[config.mk]
export PLATFORM = sky130hd
export DESIGN_NAME = axis_move_and_homing_sequencer
export DESIGN_NICKNAME = d
export VERILOG_FILES = /design/src/rtl/axmh_pkg.sv /design/src/rtl/axmh_front.sv /design/src/rtl/axmh_res_q.sv /design/src/rtl/axmh_back.sv /design/src/rtl/axis_move_and_homing_sequencer.sv
export SDC_FILE = /design/constraint.sdc
export NUM_CORES = 2
export LEC_CHECK = 0
export BUFFER_PORTS_ARGS = -buffer_cell sky130_fd_sc_hd__buf_2
export CORE_ASPECT_RATIO = 1.25
export CORE_MARGIN = 2
export CORE_UTILIZATION = 50
export DETAILED_ROUTE_END_ITERATION = 16
export GPL_ROUTABILITY_DRIVEN = 0
export HOLD_SLACK_MARGIN = 0.15
export PLACE_DENSITY = 0.67
export SLEW_MARGIN = 0
export SYNTH_ARGS = -nofsm -noshare
export SYNTH_HDL_FRONTEND = slang
export SYNTH_SLANG_ARGS = --single-unit
[constraint.sdc]
create_clock -name clk_i -period 14.9 [get_ports clk_i]
set_input_delay 3.725 -clock clk_i [delete_from_list [all_inputs] [get_ports clk_i]]
set_output_delay 3.725 -clock clk_i [all_outputs]
set_load 0.05 [all_outputs]
[src/rtl/axmh_pkg.sv]
// ----------------------------------------------------------------------------
// axmh_pkg
// Shared types, codes and reset constants for the axis move and homing
// sequencer.
// ----------------------------------------------------------------------------
`default_nettype none

package axmh_pkg;

  localparam int unsigned POS_WIDTH_DEF = 32;

  localparam logic [15:0] SLOW_START_RST    = 16'd1000;
  localparam logic [15:0] BASE_RATE_RST     = 16'd500;
  localparam logic [31:0] HOMING_TRAVEL_RST = 32'd200000;

  localparam int unsigned ADDR_W = 4;

  typedef enum logic [1:0] {
    REG_SLOW_START    = 2'd0,
    REG_BASE_RATE     = 2'd1,
    REG_HOMING_TRAVEL = 2'd2
  } reg_idx_e;

  typedef enum logic [2:0] {
    CMD_MOTORS_ON  = 3'd0,
    CMD_MOTORS_OFF = 3'd1,
    CMD_MOVE       = 3'd2,
    CMD_GOTO       = 3'd3,
    CMD_CAL_TOGGLE = 3'd4,
    CMD_CAL_TICK   = 3'd5
  } cmd_e;

  typedef enum logic [2:0] {
    OP_NOP,
    OP_MOTORS_ON,
    OP_MOTORS_OFF,
    OP_MOVE,
    OP_GOTO,
    OP_CAL_TOGGLE,
    OP_CAL_TICK
  } op_e;

  localparam logic [1:0] AXIS_STATUS = 2'd3;

  typedef struct packed {
    logic [2:0]         cmd;
    logic [7:0]         arc_type;
    logic signed [31:0] x_value;
    logic signed [31:0] y_value;
    logic signed [31:0] z_value;
    logic [15:0]        x_speed;
    logic [15:0]        y_speed;
    logic [1:0]         center_select;
    logic [3:0]         endstops;
    logic [31:0]        pos_x;
    logic [31:0]        pos_y;
    logic [31:0]        pos_z;
  } in_item_t;

  typedef struct packed {
    logic [1:0]  axis;
    logic        active;
    logic        direction;
    logic [31:0] distance;
    logic [15:0] period;
    logic [15:0] start_period;
    logic [31:0] target;
    logic        load_position;
    logic [31:0] position_value;
    logic [7:0]  move_tag;
    logic [2:0]  status;
    logic        last;
  } out_item_t;

  typedef struct packed {
    op_e      op;
    in_item_t item;
  } entry_t;

  // front queue head toward the executor
  typedef struct packed {
    logic   valid;
    entry_t entry;
  } head_t;

  typedef struct packed {
    logic [15:0] slow_start;
    logic [15:0] base_rate;
    logic [31:0] homing_travel;
  } cfg_t;

  typedef enum logic {
    ST_IDLE,
    ST_EMIT
  } back_st_e;

endpackage

`default_nettype wire

[src/rtl/axmh_front.sv]
// ----------------------------------------------------------------------------
// axmh_front
// Accepts commands, decodes them and holds them in a two-entry queue.
// ----------------------------------------------------------------------------
`default_nettype none

module axmh_front (
  input  wire logic             clk_i,
  input  wire logic             rst_ni,
  input  wire logic             push_i,
  input  wire axmh_pkg::in_item_t item_i,
  output logic                  full_o,
  output axmh_pkg::head_t       head_o,
  input  wire logic             pop_i
);
  import axmh_pkg::*;

  entry_t     ent_q [2];
  logic       wr_q, rd_q;
  logic [1:0] cnt_q;
  op_e        op;
  logic       do_push, do_pop;

  always_comb begin
    case (item_i.cmd)
      CMD_MOTORS_ON:  op = OP_MOTORS_ON;
      CMD_MOTORS_OFF: op = OP_MOTORS_OFF;
      CMD_MOVE:       op = OP_MOVE;
      CMD_GOTO:       op = OP_GOTO;
      CMD_CAL_TOGGLE: op = OP_CAL_TOGGLE;
      CMD_CAL_TICK:   op = OP_CAL_TICK;
      default:        op = OP_NOP;
    endcase
  end

  assign full_o  = (cnt_q == 2'd2);
  assign do_push = push_i && !full_o;
  assign do_pop  = pop_i && (cnt_q != 2'd0);
  assign head_o  = {(cnt_q != 2'd0), ent_q[rd_q]};

  always_ff @(posedge clk_i) begin
    if (do_push) begin
      ent_q[wr_q].op   <= op;
      ent_q[wr_q].item <= item_i;
    end
  end

  always_ff @(posedge clk_i or negedge rst_ni) begin
    if (!rst_ni) begin
      wr_q  <= 1'b0;
      rd_q  <= 1'b0;
      cnt_q <= 2'd0;
    end else begin
      if (do_push) wr_q <= ~wr_q;
      if (do_pop)  rd_q <= ~rd_q;
      cnt_q <= cnt_q + {1'b0, do_push} - {1'b0, do_pop};
    end
  end

endmodule

`default_nettype wire

[src/rtl/axmh_res_q.sv]
// ----------------------------------------------------------------------------
// axmh_res_q
// Four-entry result queue in front of the output ports.
// ----------------------------------------------------------------------------
`default_nettype none

module axmh_res_q (
  input  wire logic               clk_i,
  input  wire logic               rst_ni,
  input  wire logic               wr_i,
  input  wire axmh_pkg::out_item_t data_i,
  output logic                    full_o,
  output logic                    empty_o,
  output axmh_pkg::out_item_t     data_o,
  input  wire logic               rd_i
);
  import axmh_pkg::*;

  out_item_t  mem_q [4];
  logic [1:0] wr_q, rd_q;
  logic [2:0] cnt_q;
  logic       do_wr, do_rd;

  assign full_o  = (cnt_q == 3'd4);
  assign empty_o = (cnt_q == 3'd0);
  assign do_wr   = wr_i && !full_o;
  assign do_rd   = rd_i && !empty_o;
  assign data_o  = mem_q[rd_q];

  always_ff @(posedge clk_i) begin
    if (do_wr) mem_q[wr_q] <= data_i;
  end

  always_ff @(posedge clk_i or negedge rst_ni) begin
    if (!rst_ni) begin
      wr_q  <= 2'd0;
      rd_q  <= 2'd0;
      cnt_q <= 3'd0;
    end else begin
      if (do_wr) wr_q <= wr_q + 2'd1;
      if (do_rd) rd_q <= rd_q + 2'd1;
      cnt_q <= cnt_q + {2'b0, do_wr} - {2'b0, do_rd};
    end
  end

endmodule

`default_nettype wire

[src/rtl/axmh_back.sv]
// ----------------------------------------------------------------------------
// axmh_back
// Executes one decoded command: updates the axis records and flags, then
// emits one result beat per reported axis, or a single status beat.
// ----------------------------------------------------------------------------
`default_nettype none

module axmh_back #(
  parameter int unsigned POS_WIDTH = axmh_pkg::POS_WIDTH_DEF
) (
  input  wire logic               clk_i,
  input  wire logic               rst_ni,
  input  wire axmh_pkg::cfg_t      cfg_i,
  input  wire axmh_pkg::head_t     head_i,
  output logic                    pop_o,
  output logic                    res_wr_o,
  output axmh_pkg::out_item_t     res_o,
  input  wire logic               res_full_i
);
  import axmh_pkg::*;

  localparam logic [31:0] PosMask =
    (POS_WIDTH >= 32) ? 32'hFFFF_FFFF : 32'((64'd1 << POS_WIDTH) - 64'd1);

  logic        act_q [3], act_d [3];
  logic        dir_q [3], dir_d [3];
  logic [31:0] dist_q [3], dist_d [3];
  logic [15:0] per_q [3], per_d [3];
  logic [15:0] sper_q [3], sper_d [3];
  logic [31:0] tgt_q [3], tgt_d [3];
  logic [7:0]  tag_q [3], tag_d [3];
  logic [31:0] ws_q [2], ws_d [2];
  logic        ld_q [2], ld_d [2];
  logic [31:0] ldv_q [2], ldv_d [2];
  logic        calib_q, calib_d, motors_q, motors_d, run_q, run_d;
  logic [1:0]  phase_q, phase_d;
  logic [1:0]  idx_q, idx_d, lastidx_q, lastidx_d;
  logic        stonly_q, stonly_d;
  back_st_e    st_q, st_d;
  logic        take, fin;

  in_item_t    it;
  logic [31:0] pos [3];
  logic [31:0] val [3];
  logic [15:0] sp [2];
  logic [31:0] t, half;

  assign it     = head_i.entry.item;
  assign pos[0] = it.pos_x & PosMask;
  assign pos[1] = it.pos_y & PosMask;
  assign pos[2] = it.pos_z & PosMask;
  assign val[0] = it.x_value;
  assign val[1] = it.y_value;
  assign val[2] = it.z_value;
  assign sp[0]  = it.x_speed;
  assign sp[1]  = it.y_speed;

  // sequencing
  always_comb begin
    st_d     = st_q;
    idx_d    = idx_q;
    res_wr_o = 1'b0;
    fin      = 1'b0;
    take     = 1'b0;
    case (st_q)
      ST_IDLE: begin
        take = head_i.valid;
      end
      ST_EMIT: begin
        if (!res_full_i) begin
          res_wr_o = 1'b1;
          if (idx_q == lastidx_q) begin
            fin  = 1'b1;
            take = head_i.valid;
          end else begin
            idx_d = idx_q + 2'd1;
          end
        end
      end
      default: st_d = ST_IDLE;
    endcase
    if (take) begin
      st_d  = ST_EMIT;
      idx_d = 2'd0;
    end else if (fin) begin
      st_d = ST_IDLE;
    end
  end

  assign pop_o = take;

  // record update
  always_comb begin
    t    = '0;
    half = '0;
    act_d = act_q; dir_d = dir_q; dist_d = dist_q; per_d = per_q;
    sper_d = sper_q; tgt_d = tgt_q; tag_d = tag_q; ws_d = ws_q;
    ld_d = ld_q; ldv_d = ldv_q;
    calib_d = calib_q; motors_d = motors_q; run_d = run_q; phase_d = phase_q;
    lastidx_d = lastidx_q;
    stonly_d  = stonly_q;
    if (take) begin
      ld_d  = '{default: 1'b0};
      ldv_d = '{default: '0};
      stonly_d  = 1'b1;
      lastidx_d = 2'd0;
      case (head_i.entry.op)
        OP_MOTORS_ON:  motors_d = 1'b1;
        OP_MOTORS_OFF: motors_d = 1'b0;
        OP_MOVE: begin
          stonly_d  = 1'b0;
          lastidx_d = 2'd2;
          for (int a = 0; a < 3; a++) begin
            if (val[a] == '0) begin
              act_d[a] = 1'b0;
              per_d[a] = '0;
            end else begin
              dir_d[a]  = ~val[a][31];
              dist_d[a] = val[a][31] ? (32'd0 - val[a]) : val[a];
              tgt_d[a]  = (pos[a] + val[a]) & PosMask;
              per_d[a]  = it.x_speed;
              sper_d[a] = (it.x_speed < cfg_i.slow_start) ? cfg_i.slow_start
                                                          : it.x_speed;
              act_d[a]  = 1'b1;
              tag_d[a]  = it.arc_type;
            end
          end
        end
        OP_GOTO: begin
          stonly_d  = 1'b0;
          lastidx_d = 2'd1;
          for (int a = 0; a < 2; a++) begin
            t = (it.center_select[a] ? (ws_q[a] >> 1) : val[a]) & PosMask;
            tgt_d[a]  = t;
            per_d[a]  = (sp[a] != '0) ? sp[a] : cfg_i.base_rate;
            sper_d[a] = cfg_i.slow_start;
            if (t > pos[a]) begin
              dir_d[a]  = 1'b1;
              dist_d[a] = t - pos[a];
            end else begin
              dir_d[a]  = 1'b0;
              dist_d[a] = pos[a] - t;
            end
            act_d[a] = 1'b1;
          end
        end
        OP_CAL_TOGGLE: begin
          stonly_d  = 1'b0;
          lastidx_d = 2'd2;
          if (run_q) begin
            motors_d = 1'b0;
            run_d    = 1'b0;
            phase_d  = 2'd0;
          end else begin
            act_d  = '{default: 1'b0};
            dir_d  = '{default: 1'b0};
            dist_d = '{default: '0};
            per_d  = '{default: '0};
            sper_d = '{default: '0};
            tgt_d  = '{default: '0};
            tag_d  = '{default: '0};
            ws_d   = '{default: '0};
            motors_d = 1'b1;
            phase_d  = 2'd0;
            run_d    = 1'b1;
          end
        end
        OP_CAL_TICK: begin
          if (run_q) begin
            stonly_d  = 1'b0;
            lastidx_d = 2'd1;
            case (phase_q)
              2'd0: begin
                for (int a = 0; a < 2; a++) begin
                  dir_d[a]  = 1'b0;
                  per_d[a]  = cfg_i.base_rate;
                  act_d[a]  = 1'b1;
                  ld_d[a]   = 1'b1;
                  ldv_d[a]  = cfg_i.homing_travel & PosMask;
                  dist_d[a] = cfg_i.homing_travel;
                  tgt_d[a]  = '0;
                end
                phase_d = 2'd1;
              end
              2'd1: begin
                for (int a = 0; a < 2; a++) begin
                  if (it.endstops[a]) begin
                    ld_d[a]  = 1'b1;
                    ldv_d[a] = '0;
                    tgt_d[a] = '0;
                    act_d[a] = 1'b0;
                    per_d[a] = '0;
                  end
                end
                if (!act_d[0] && !act_d[1]) begin
                  for (int a = 0; a < 2; a++) begin
                    dir_d[a]  = 1'b1;
                    per_d[a]  = cfg_i.base_rate;
                    act_d[a]  = 1'b1;
                    tgt_d[a]  = cfg_i.homing_travel & PosMask;
                    dist_d[a] = cfg_i.homing_travel;
                  end
                  phase_d = 2'd2;
                end
              end
              2'd2: begin
                for (int a = 0; a < 2; a++) begin
                  if (it.endstops[a+2]) begin
                    ws_d[a]  = pos[a];
                    tgt_d[a] = pos[a];
                    act_d[a] = 1'b0;
                    per_d[a] = '0;
                  end
                end
                if (!act_d[0] && !act_d[1]) begin
                  calib_d = 1'b1;
                  for (int a = 0; a < 2; a++) begin
                    half      = (ws_d[a] >> 1) & PosMask;
                    per_d[a]  = cfg_i.base_rate;
                    dir_d[a]  = 1'b0;
                    tgt_d[a]  = half;
                    act_d[a]  = 1'b1;
                    dist_d[a] = (pos[a] - half) & PosMask;
                  end
                  phase_d = 2'd3;
                end
              end
              default: begin
                for (int a = 0; a < 2; a++) begin
                  half = (ws_q[a] >> 1) & PosMask;
                  if (pos[a] <= half) begin
                    per_d[a] = '0;
                    act_d[a] = 1'b0;
                  end
                end
                // return to centre done: stop as with the toggle
                if (!act_d[0] && !act_d[1]) begin
                  motors_d = 1'b0;
                  run_d    = 1'b0;
                  phase_d  = 2'd0;
                end
              end
            endcase
          end
        end
        default: ;
      endcase
    end
  end

  // result beat
  always_comb begin
    res_o        = '0;
    res_o.status = {calib_q, run_q, motors_q};
    res_o.last   = (idx_q == lastidx_q);
    if (stonly_q) begin
      res_o.axis = AXIS_STATUS;
    end else begin
      res_o.axis         = idx_q;
      res_o.active       = act_q[idx_q];
      res_o.direction    = dir_q[idx_q];
      res_o.distance     = dist_q[idx_q];
      res_o.period       = per_q[idx_q];
      res_o.start_period = sper_q[idx_q];
      res_o.target       = tgt_q[idx_q];
      res_o.move_tag     = tag_q[idx_q];
      if (idx_q != 2'd2) begin
        res_o.load_position  = ld_q[idx_q[0]];
        res_o.position_value = ldv_q[idx_q[0]];
      end
    end
  end

  always_ff @(posedge clk_i or negedge rst_ni) begin
    if (!rst_ni) begin
      st_q      <= ST_IDLE;
      idx_q     <= 2'd0;
      lastidx_q <= 2'd0;
      stonly_q  <= 1'b1;
      act_q  <= '{default: 1'b0};
      dir_q  <= '{default: 1'b0};
      dist_q <= '{default: '0};
      per_q  <= '{default: '0};
      sper_q <= '{default: '0};
      tgt_q  <= '{default: '0};
      tag_q  <= '{default: '0};
      ws_q   <= '{default: '0};
      ld_q   <= '{default: 1'b0};
      ldv_q  <= '{default: '0};
      calib_q  <= 1'b0;
      motors_q <= 1'b0;
      run_q    <= 1'b0;
      phase_q  <= 2'd0;
    end else begin
      st_q      <= st_d;
      idx_q     <= idx_d;
      lastidx_q <= lastidx_d;
      stonly_q  <= stonly_d;
      act_q  <= act_d;
      dir_q  <= dir_d;
      dist_q <= dist_d;
      per_q  <= per_d;
      sper_q <= sper_d;
      tgt_q  <= tgt_d;
      tag_q  <= tag_d;
      ws_q   <= ws_d;
      ld_q   <= ld_d;
      ldv_q  <= ldv_d;
      calib_q  <= calib_d;
      motors_q <= motors_d;
      run_q    <= run_d;
      phase_q  <= phase_d;
    end
  end

  a_phase_idle: assert property (@(posedge clk_i) disable iff (!rst_ni)
    !run_q |-> (phase_q == 2'd0))
    else $error("calibration phase set while not calibrating");

  a_idx_range: assert property (@(posedge clk_i) disable iff (!rst_ni)
    (st_q == ST_EMIT) |-> (idx_q <= lastidx_q))
    else $error("result index past last beat");

  a_take_ok: assert property (@(posedge clk_i) disable iff (!rst_ni)
    (take && st_q == ST_EMIT) |-> (res_wr_o && idx_q == lastidx_q))
    else $error("new command taken before all beats were written");

endmodule

`default_nettype wire

[src/rtl/axis_move_and_homing_sequencer.sv]
// Path: results are registered in the executor, then in the result queue, before the ports.
// Throughput: one result beat per cycle while the result queue is not full; a command
// has 1 to 3 results, written one at a time through the executor's single result write port.
// Reset: asynchronous, active low; axis records, flags and queues clear at once,
// registers return to start 1000, normal 500, homing travel 200000.
// ----------------------------------------------------------------------------
// axis_move_and_homing_sequencer
// Top level: configuration registers, command front queue, executor and
// result queue.
// ----------------------------------------------------------------------------
`default_nettype none

module axis_move_and_homing_sequencer #(
  parameter int unsigned POS_WIDTH = axmh_pkg::POS_WIDTH_DEF
) (
  input  wire logic                       clk_i,
  input  wire logic                       rst_ni,
  input  wire logic                       push,
  output logic                            full,
  input  wire axmh_pkg::in_item_t          in_data_i,
  output logic                            empty,
  input  wire logic                       pop,
  output axmh_pkg::out_item_t             out_data_o,
  input  wire logic                       psel,
  input  wire logic                       penable,
  input  wire logic                       pwrite,
  input  wire logic [axmh_pkg::ADDR_W-1:0] paddr,
  input  wire logic [31:0]                pwdata,
  output logic [31:0]                     prdata,
  output logic                            pready
);
  import axmh_pkg::*;

  cfg_t      cfg_q;
  head_t     head;
  logic      q_pop, res_wr, res_full;
  out_item_t res;
  logic      cfg_wr;

  assign pready = 1'b1;
  assign cfg_wr = psel && penable && pwrite && pready;

  always_ff @(posedge clk_i or negedge rst_ni) begin
    if (!rst_ni) begin
      cfg_q.slow_start    <= SLOW_START_RST;
      cfg_q.base_rate     <= BASE_RATE_RST;
      cfg_q.homing_travel <= HOMING_TRAVEL_RST;
    end else if (cfg_wr) begin
      case (paddr[3:2])
        REG_SLOW_START:    cfg_q.slow_start    <= pwdata[15:0];
        REG_BASE_RATE:     cfg_q.base_rate     <= pwdata[15:0];
        REG_HOMING_TRAVEL: cfg_q.homing_travel <= pwdata;
        default: ;
      endcase
    end
  end

  always_comb begin
    case (paddr[3:2])
      REG_SLOW_START:    prdata = {16'd0, cfg_q.slow_start};
      REG_BASE_RATE:     prdata = {16'd0, cfg_q.base_rate};
      REG_HOMING_TRAVEL: prdata = cfg_q.homing_travel;
      default:           prdata = '0;
    endcase
  end

  axmh_front u_front (
    .clk_i  (clk_i),
    .rst_ni (rst_ni),
    .push_i (push),
    .item_i (in_data_i),
    .full_o (full),
    .head_o (head),
    .pop_i  (q_pop)
  );

  axmh_back #(
    .POS_WIDTH (POS_WIDTH)
  ) u_back (
    .clk_i      (clk_i),
    .rst_ni     (rst_ni),
    .cfg_i      (cfg_q),
    .head_i     (head),
    .pop_o      (q_pop),
    .res_wr_o   (res_wr),
    .res_o      (res),
    .res_full_i (res_full)
  );

  axmh_res_q u_res_q (
    .clk_i   (clk_i),
    .rst_ni  (rst_ni),
    .wr_i    (res_wr),
    .data_i  (res),
    .full_o  (res_full),
    .empty_o (empty),
    .data_o  (out_data_o),
    .rd_i    (pop)
  );

endmodule

`default_nettype wire
# ---- Word level (Yosys, flattened, before mapping)
# Memory sizes are Yosys's and may differ from the RTL's.
# Cells that the tools add are included.
dict set report op_classes {
  eq_ne 39
  n_div 0
  n_shift 0
  bitwise 8
  order_cmp 7
  n_reduce_logical 60
  mux 200
  n_addsub 19
  mul 0
}
# cell n
set op_table {}
lappend op_table {{2-to-1 mux 32 bit} 37}
lappend op_table {{2-to-1 mux 64 bit} 12}
lappend op_table {{case mux 64 bit (4 select lines)} 2}
lappend op_table {{case mux 64 bit (3 select lines)} 2}
lappend op_table {{2-to-1 mux 16 bit} 19}
lappend op_table {{case mux 32 bit (3 select lines)} 3}
lappend op_table {{2-to-1 mux 139 bit} 1}
lappend op_table {{binary-select mux 32 bit (select 2 bit)} 2}
lappend op_table {{case mux 32 bit (2 select lines)} 2}
lappend op_table {{case mux 32 bit (4 select lines)} 1}
lappend op_table {{case mux 64 bit (2 select lines)} 1}
lappend op_table {{subtractor 32 bit} 4}
lappend op_table {{adder 32 bit} 3}
lappend op_table {{zero test 32 bit} 3}
lappend op_table {{2-to-1 mux 96 bit} 1}
lappend op_table {{subtractor 1 x 32 -> 32 bit (first input constant)} 3}
lappend op_table {{2-to-1 mux 1 bit} 68}
lappend op_table {{binary-select mux 16 bit (select 2 bit)} 2}
lappend op_table {{greater-than comparator 32 bit} 2}
lappend op_table {{less-or-equal comparator 32 x 31 -> 1 bit} 2}
lappend op_table {{case mux 16 bit (2 select lines)} 2}
lappend op_table {{subtractor 32 x 31 -> 32 bit} 2}
lappend op_table {{2-to-1 mux 48 bit} 1}
lappend op_table {{case mux 24 bit (2 select lines)} 1}
lappend op_table {{other kinds (53)} 157}
dict set report totals {
  in_bits 284
  mem_bits_ro 0
  latchBits 0
  out_inout_bits 180
  register_bits 532
  ramBits 1068
  wordCells 379
  n_memories 2
}
# memory depth word_bits rd rd_clocked_by_memory_dff wr line
set memory_table {}
lappend memory_table {u_res_q.mem_q 4 145 1 0 1 axmh_res_q.sv:19} ;# out_item_t mem_q [4];
lappend memory_table {u_front.ent_q 2 244 1 0 1 axmh_front.sv:18} ;# entry_t ent_q [2];

# ---- Longest topological paths before layout
# An unclocked memory read counts as a cell.
dict set report depth {
  word_depth 13
  mapped_depth 30
  depth_no_buf 17
}

# ---- Cells and area by module
# Synthesis repeated with hierarchy kept, for this count alone.
dict set report unflattened {
  hier_cells 7209
  hier_area_um2 84243.3
}
# module cells_per_inst area_per_inst_um2 seq_area_each_um2 n_inst
set modules_own_cells {}
lappend modules_own_cells {axmh_back 5415 41812.6 10636.5 1}
lappend modules_own_cells {axmh_res_q 799 21508.1 17591.9 1}
lappend modules_own_cells {axmh_front 782 18023.5 14754.2 1}
lappend modules_own_cells {axis_move_and_homing_sequencer 213 2899.0 1624.1 1}

# ---- Worst setup path after synthesis
# No wires, ideal clock.
dict set report synth_path {
  kind {input to register}
  start {in push}
  end {mem u_front.ent_q[0][0] (netlist name), enable pin}
  stages 2
  setup_ns 0.847
  arrival_time_ns 13.798
  n_path_buf 0
  t_required_ns 14.053
  setup_slack_ns 0.255
  path_cell_list {nand2_1 > nor2_1}
}
dict set report synth_via {
  elab_chain_len 3
}
# element line
set synth_rtl {}
lappend synth_rtl {{start: declaration} axis_move_and_homing_sequencer.sv:18} ;# input wire logic push,
lappend synth_rtl {{logical AND 1 bit} axmh_front.sv:37} ;# assign do_push = push_i && !full_o;
lappend synth_rtl {{2-to-1 mux 1 bit} axmh_front.sv:42} ;# if (do_push) begin
lappend synth_rtl {{2-to-1 mux 1 bit (not written as such)} axmh_front.sv:44} ;# ent_q[wr_q].item <= item_i;
lappend synth_rtl {{end: declaration} axmh_front.sv:18}
# Every way passes these cells.

# ---- Worst setup path in the final report
dict set report layout_path {
  start {in paddr[2] (netlist name)}
  end {out prdata[3]}
}
dict set report layout_via {
  elab_chain_len 2
  elab_cells_between_ends 4
  classes_between {eq/ne: 2; mux: 1; reduce/logical: 1}
}
# element line
set layout_rtl {}
lappend layout_rtl {{start: declaration} axis_move_and_homing_sequencer.sv:27} ;# input wire logic [axmh_pkg::ADDR_W-1:0] paddr,
lappend layout_rtl {{== test 2 bit (tied with other cells)} axis_move_and_homing_sequencer.sv:59} ;# case (paddr[3:2])
lappend layout_rtl {{case mux 32 bit (3 select lines) *} axis_move_and_homing_sequencer.sv:59}
lappend layout_rtl {{end: declaration} axis_move_and_homing_sequencer.sv:29} ;# output logic [31:0] prdata,
# Mark *: on every way between the ends. The rest lies on a longest branch, timed or not.

==> out/metrics.yaml <==
final-setup-viol-count: 0
arrival_ns: 5.71
critPathTopFamily: "simple AND/OR/NAND/NOR gates"
track_usage_pct: 34.5
period_needed_ns: 9.43
crit_required_ns: 11.18
cp_slowest_cell: "nor2b_2"
start_kind: "input pin"
drive_gt1_share_pct: 15.4
muxShareOfSynthArea_pct: 10.7
avgViaCountPerCell: 6.40
endpoint_kind: "primary output"
ctsResizeCount: 0
maxSlewViolCount: 9
ys_ff_latch: 1562
fin_area_sq_um: 94800
final_util_pct: 56.0
setup-tns-final_ns: 0
cts_buffer_depth: 3
die_height_microns: 465
yosys.area_share.simple_pct: 10.1
worstSkewPairLatency_ns: 0.87
grt_max_degree: 164
hold_viol_final: 0
synth_cell_type_count: 105
cts_made_buffers: 157
min_from: "u_back.ldv_q[33]"
clkSlewWorstSetupHoldPaths_ns: 0.06
grt_pass1_wl_microns: 434000
placed_area_sq_um: 89500
cap_violations: 8
rows: 169
syn_to_final_growth_pct: 11.5
yosysSeqAreaShare_pct: 52.3
htreeDepth: 4
synth_compound_area_share_pct: 14.6
regToRegStartpoint: "u_front.rd_q"
wl_per_cell_microns: 29.5
violations: "capacitance limit, slew limit"
synth_area_leaders: "edfxtp_1 (38%), dfrtp_1 (14%), ha_1 (5.6%), mux2i_1 (4.5%), mux4_2 (3.8%)"
antenna_found_initial: 33
fin_worst_skew_ns: 0.0504
post_synth_fa_ha_maj_area_fraction_pct: 5.82
drt_iter0_drc: 9120
most-common-layout-cells: "edfxtp_1 (1062), nand2_1 (780), nor2_1 (555), a21oi_1 (544), o21ai_0 (485)"
hp-class: "reg2reg"
start_util_pct: 50.2
rsz0062_at_grt: "no"
critPathBufInv: 2
cts_tree: "done"
syn-num-nets: 8260
outcome: "complete, but fails checks"
async_flop_share_pct: 32.0
worst_slew_pin_slew_ns: 1.57
fin_nets: 8592
yosys.area_share.xor_xnor_pct: 2.65
slowest_delay_ns: 1.00
crit_path_max_fanout: 32
synth_top_family_by_area: "compound AO/OA/AOI/OAI gates"
max_freq_ghz: 0.106
grt-ovfl-total: 0
hold_buffers: 0
netlist_instances: 7587
synth_top_area_share_pct: 37.5
hpwl_microns: 218000
num_vias: 65868
coreArea_sq_um: 169000
cts_root_buf: "clkbuf_16"
io_pins: 464
cpMostUsedCell: "buf_2"
synth_top_cell_by_area: "edfxtp_1"
syn_area_sq_um: 85000
grt_pass1_vias: 62923
drt_first_pass_iters: 9
critical_path_class: "in2out"
synth_edf_count: 1062
drt-total-wl_microns: 304000
avgSynthCellArea_sq_um: 11.2
post_cts_buffers: 0
ys.flop_type: "edfxtp_1"
path_cells: "buf_2, nor2b_2, nand2_1, o21ai_0, buf_2"
io_buffer_count: 460
startpoint: "paddr[2]"
cts_sinks: 1562
post-route-drc-count: 0
post-route-period-util_pct: 63.3
die_area_sq_um: 173000
yosys_warnings: 0
antenna_left: 0
relSlewSlack_pct: -7.71
final_common_cell: "edfxtp_1"
die_width_microns: 373
==> synthesized netlist by cell type, drive strengths merged, types with 28 or more instances <==
cell and number:
edfxtp 1062, nand2 786, nor2 563, a21oi 545
o21ai 494, dfrtp 481, inv 390, mux2i 387
ha 379, clkbuf 285, xnor2 191, mux2 174
a21o 160, mux4 145, buf 122, nor3 101
nand3 96, o31ai 94, and2 81, xor2 66
a31oi 65, o22ai 58, a221oi 54, nand4 51
o21a 48, and3 46, o21bai 45, nor2b 44
a22oi 39, a222oi 37, o211ai 37, a211oi 35
a32oi 34, nand2b 34, or3 28
==> metal layers <==
metal	vias up	wire (microns)	global-route usage, %
met5	-	208	0.410
met4	18	26600	24.7
met3	1039	34200	11.4
met2	4029	134000	51.9
met1	31948	109000	41.7
li1	28834	-	-
==> worst reg2reg max path, delay by kind of cell (launching register included) <==
kind                     cells  cell delay (ns)
AO/OA/AOI/OAI                7             2.06
XOR/XNOR                     1             0.22
adder cells (fa/ha/maj)      1             0.48
buffers and inverters        5             2.50
flip-flops                   1             0.71
multiplexers                 2             0.66
AND/OR/NAND/NOR              3             0.91
==> sequential cells by signal, indices dropped and copies added, names as in the netlist, 3 cells and up <==
register / count
u_back.ws_q: 62
u_back.tag_q: 24
u_res_q.mem_q: 580
u_back.ldv_q: 32
u_back.dist_q: 96
u_back.dir_q: 3
u_back.sper_q: 48
u_res_q.cnt_q: 3
u_front.ent_q: 482
u_back.tgt_q: 96
u_back.act_q: 3
u_back.per_q: 48
cfg_q: 64
==> layout make-up <==
class / count / area [sq um]
Multi-Input combinational cell: 5226 / 37600
Sequential cell: 1562 / 44400
Inverter: 392 / 1470
Tap cell: 2223 / 2780
Clock buffer: 220 / 4380
Timing Repair Buffer: 580 / 3250
Clock inverter: 75 / 855
Antenna cell: 16 / 40.0
Fill cell: 14269 / 74400
==> path summary, 6_finish.rpt <==
| kind | endpoint | depth (start not counted) | slack (ns) |
|---|---|---|---|
| max in group asynchronous | u_res_q.rd_q[1] | 3 | 9.86 |
| worst max register to register | u_back.dist_q[52] | 19 | 7.27 |
| worst max-delay path | prdata[3] | 5 | 5.47 |
| worst min-delay path | u_back.ldv_q[33] | 2 | 0.46 |
| worst min register to register | u_back.ldv_q[33] | 2 | 0.46 |
| min in group asynchronous | u_back.ws_q[46] | 1 | 2.87 |
==> logic make-up after synthesis <==
family | after synthesis
AOI/OAI and AO/OA | 1942
xor gates and xnor gates | 257
adders and majority gates | 389
buffers and inverters | 799
DFF | 1562
muxes | 706
other | 1
and+or+nand+nor | 1931
==> stage by stage <==
stage	setup WS, ns	instances	hold WS, ns
4_1_cts	5.50	10276	0.461
3_5_place_dp	5.53	9981	0.447
3_3_place_gp	5.59	9981	0.443
2_1_floorplan	0.255	7587	0.430
6_report	5.47	10294	0.457
5_1_grt	5.30	10281	0.481
Power is left out: the tool's default activity adds up to more than one toggle a clock period on the data nets, which glitch-free logic cannot reach.
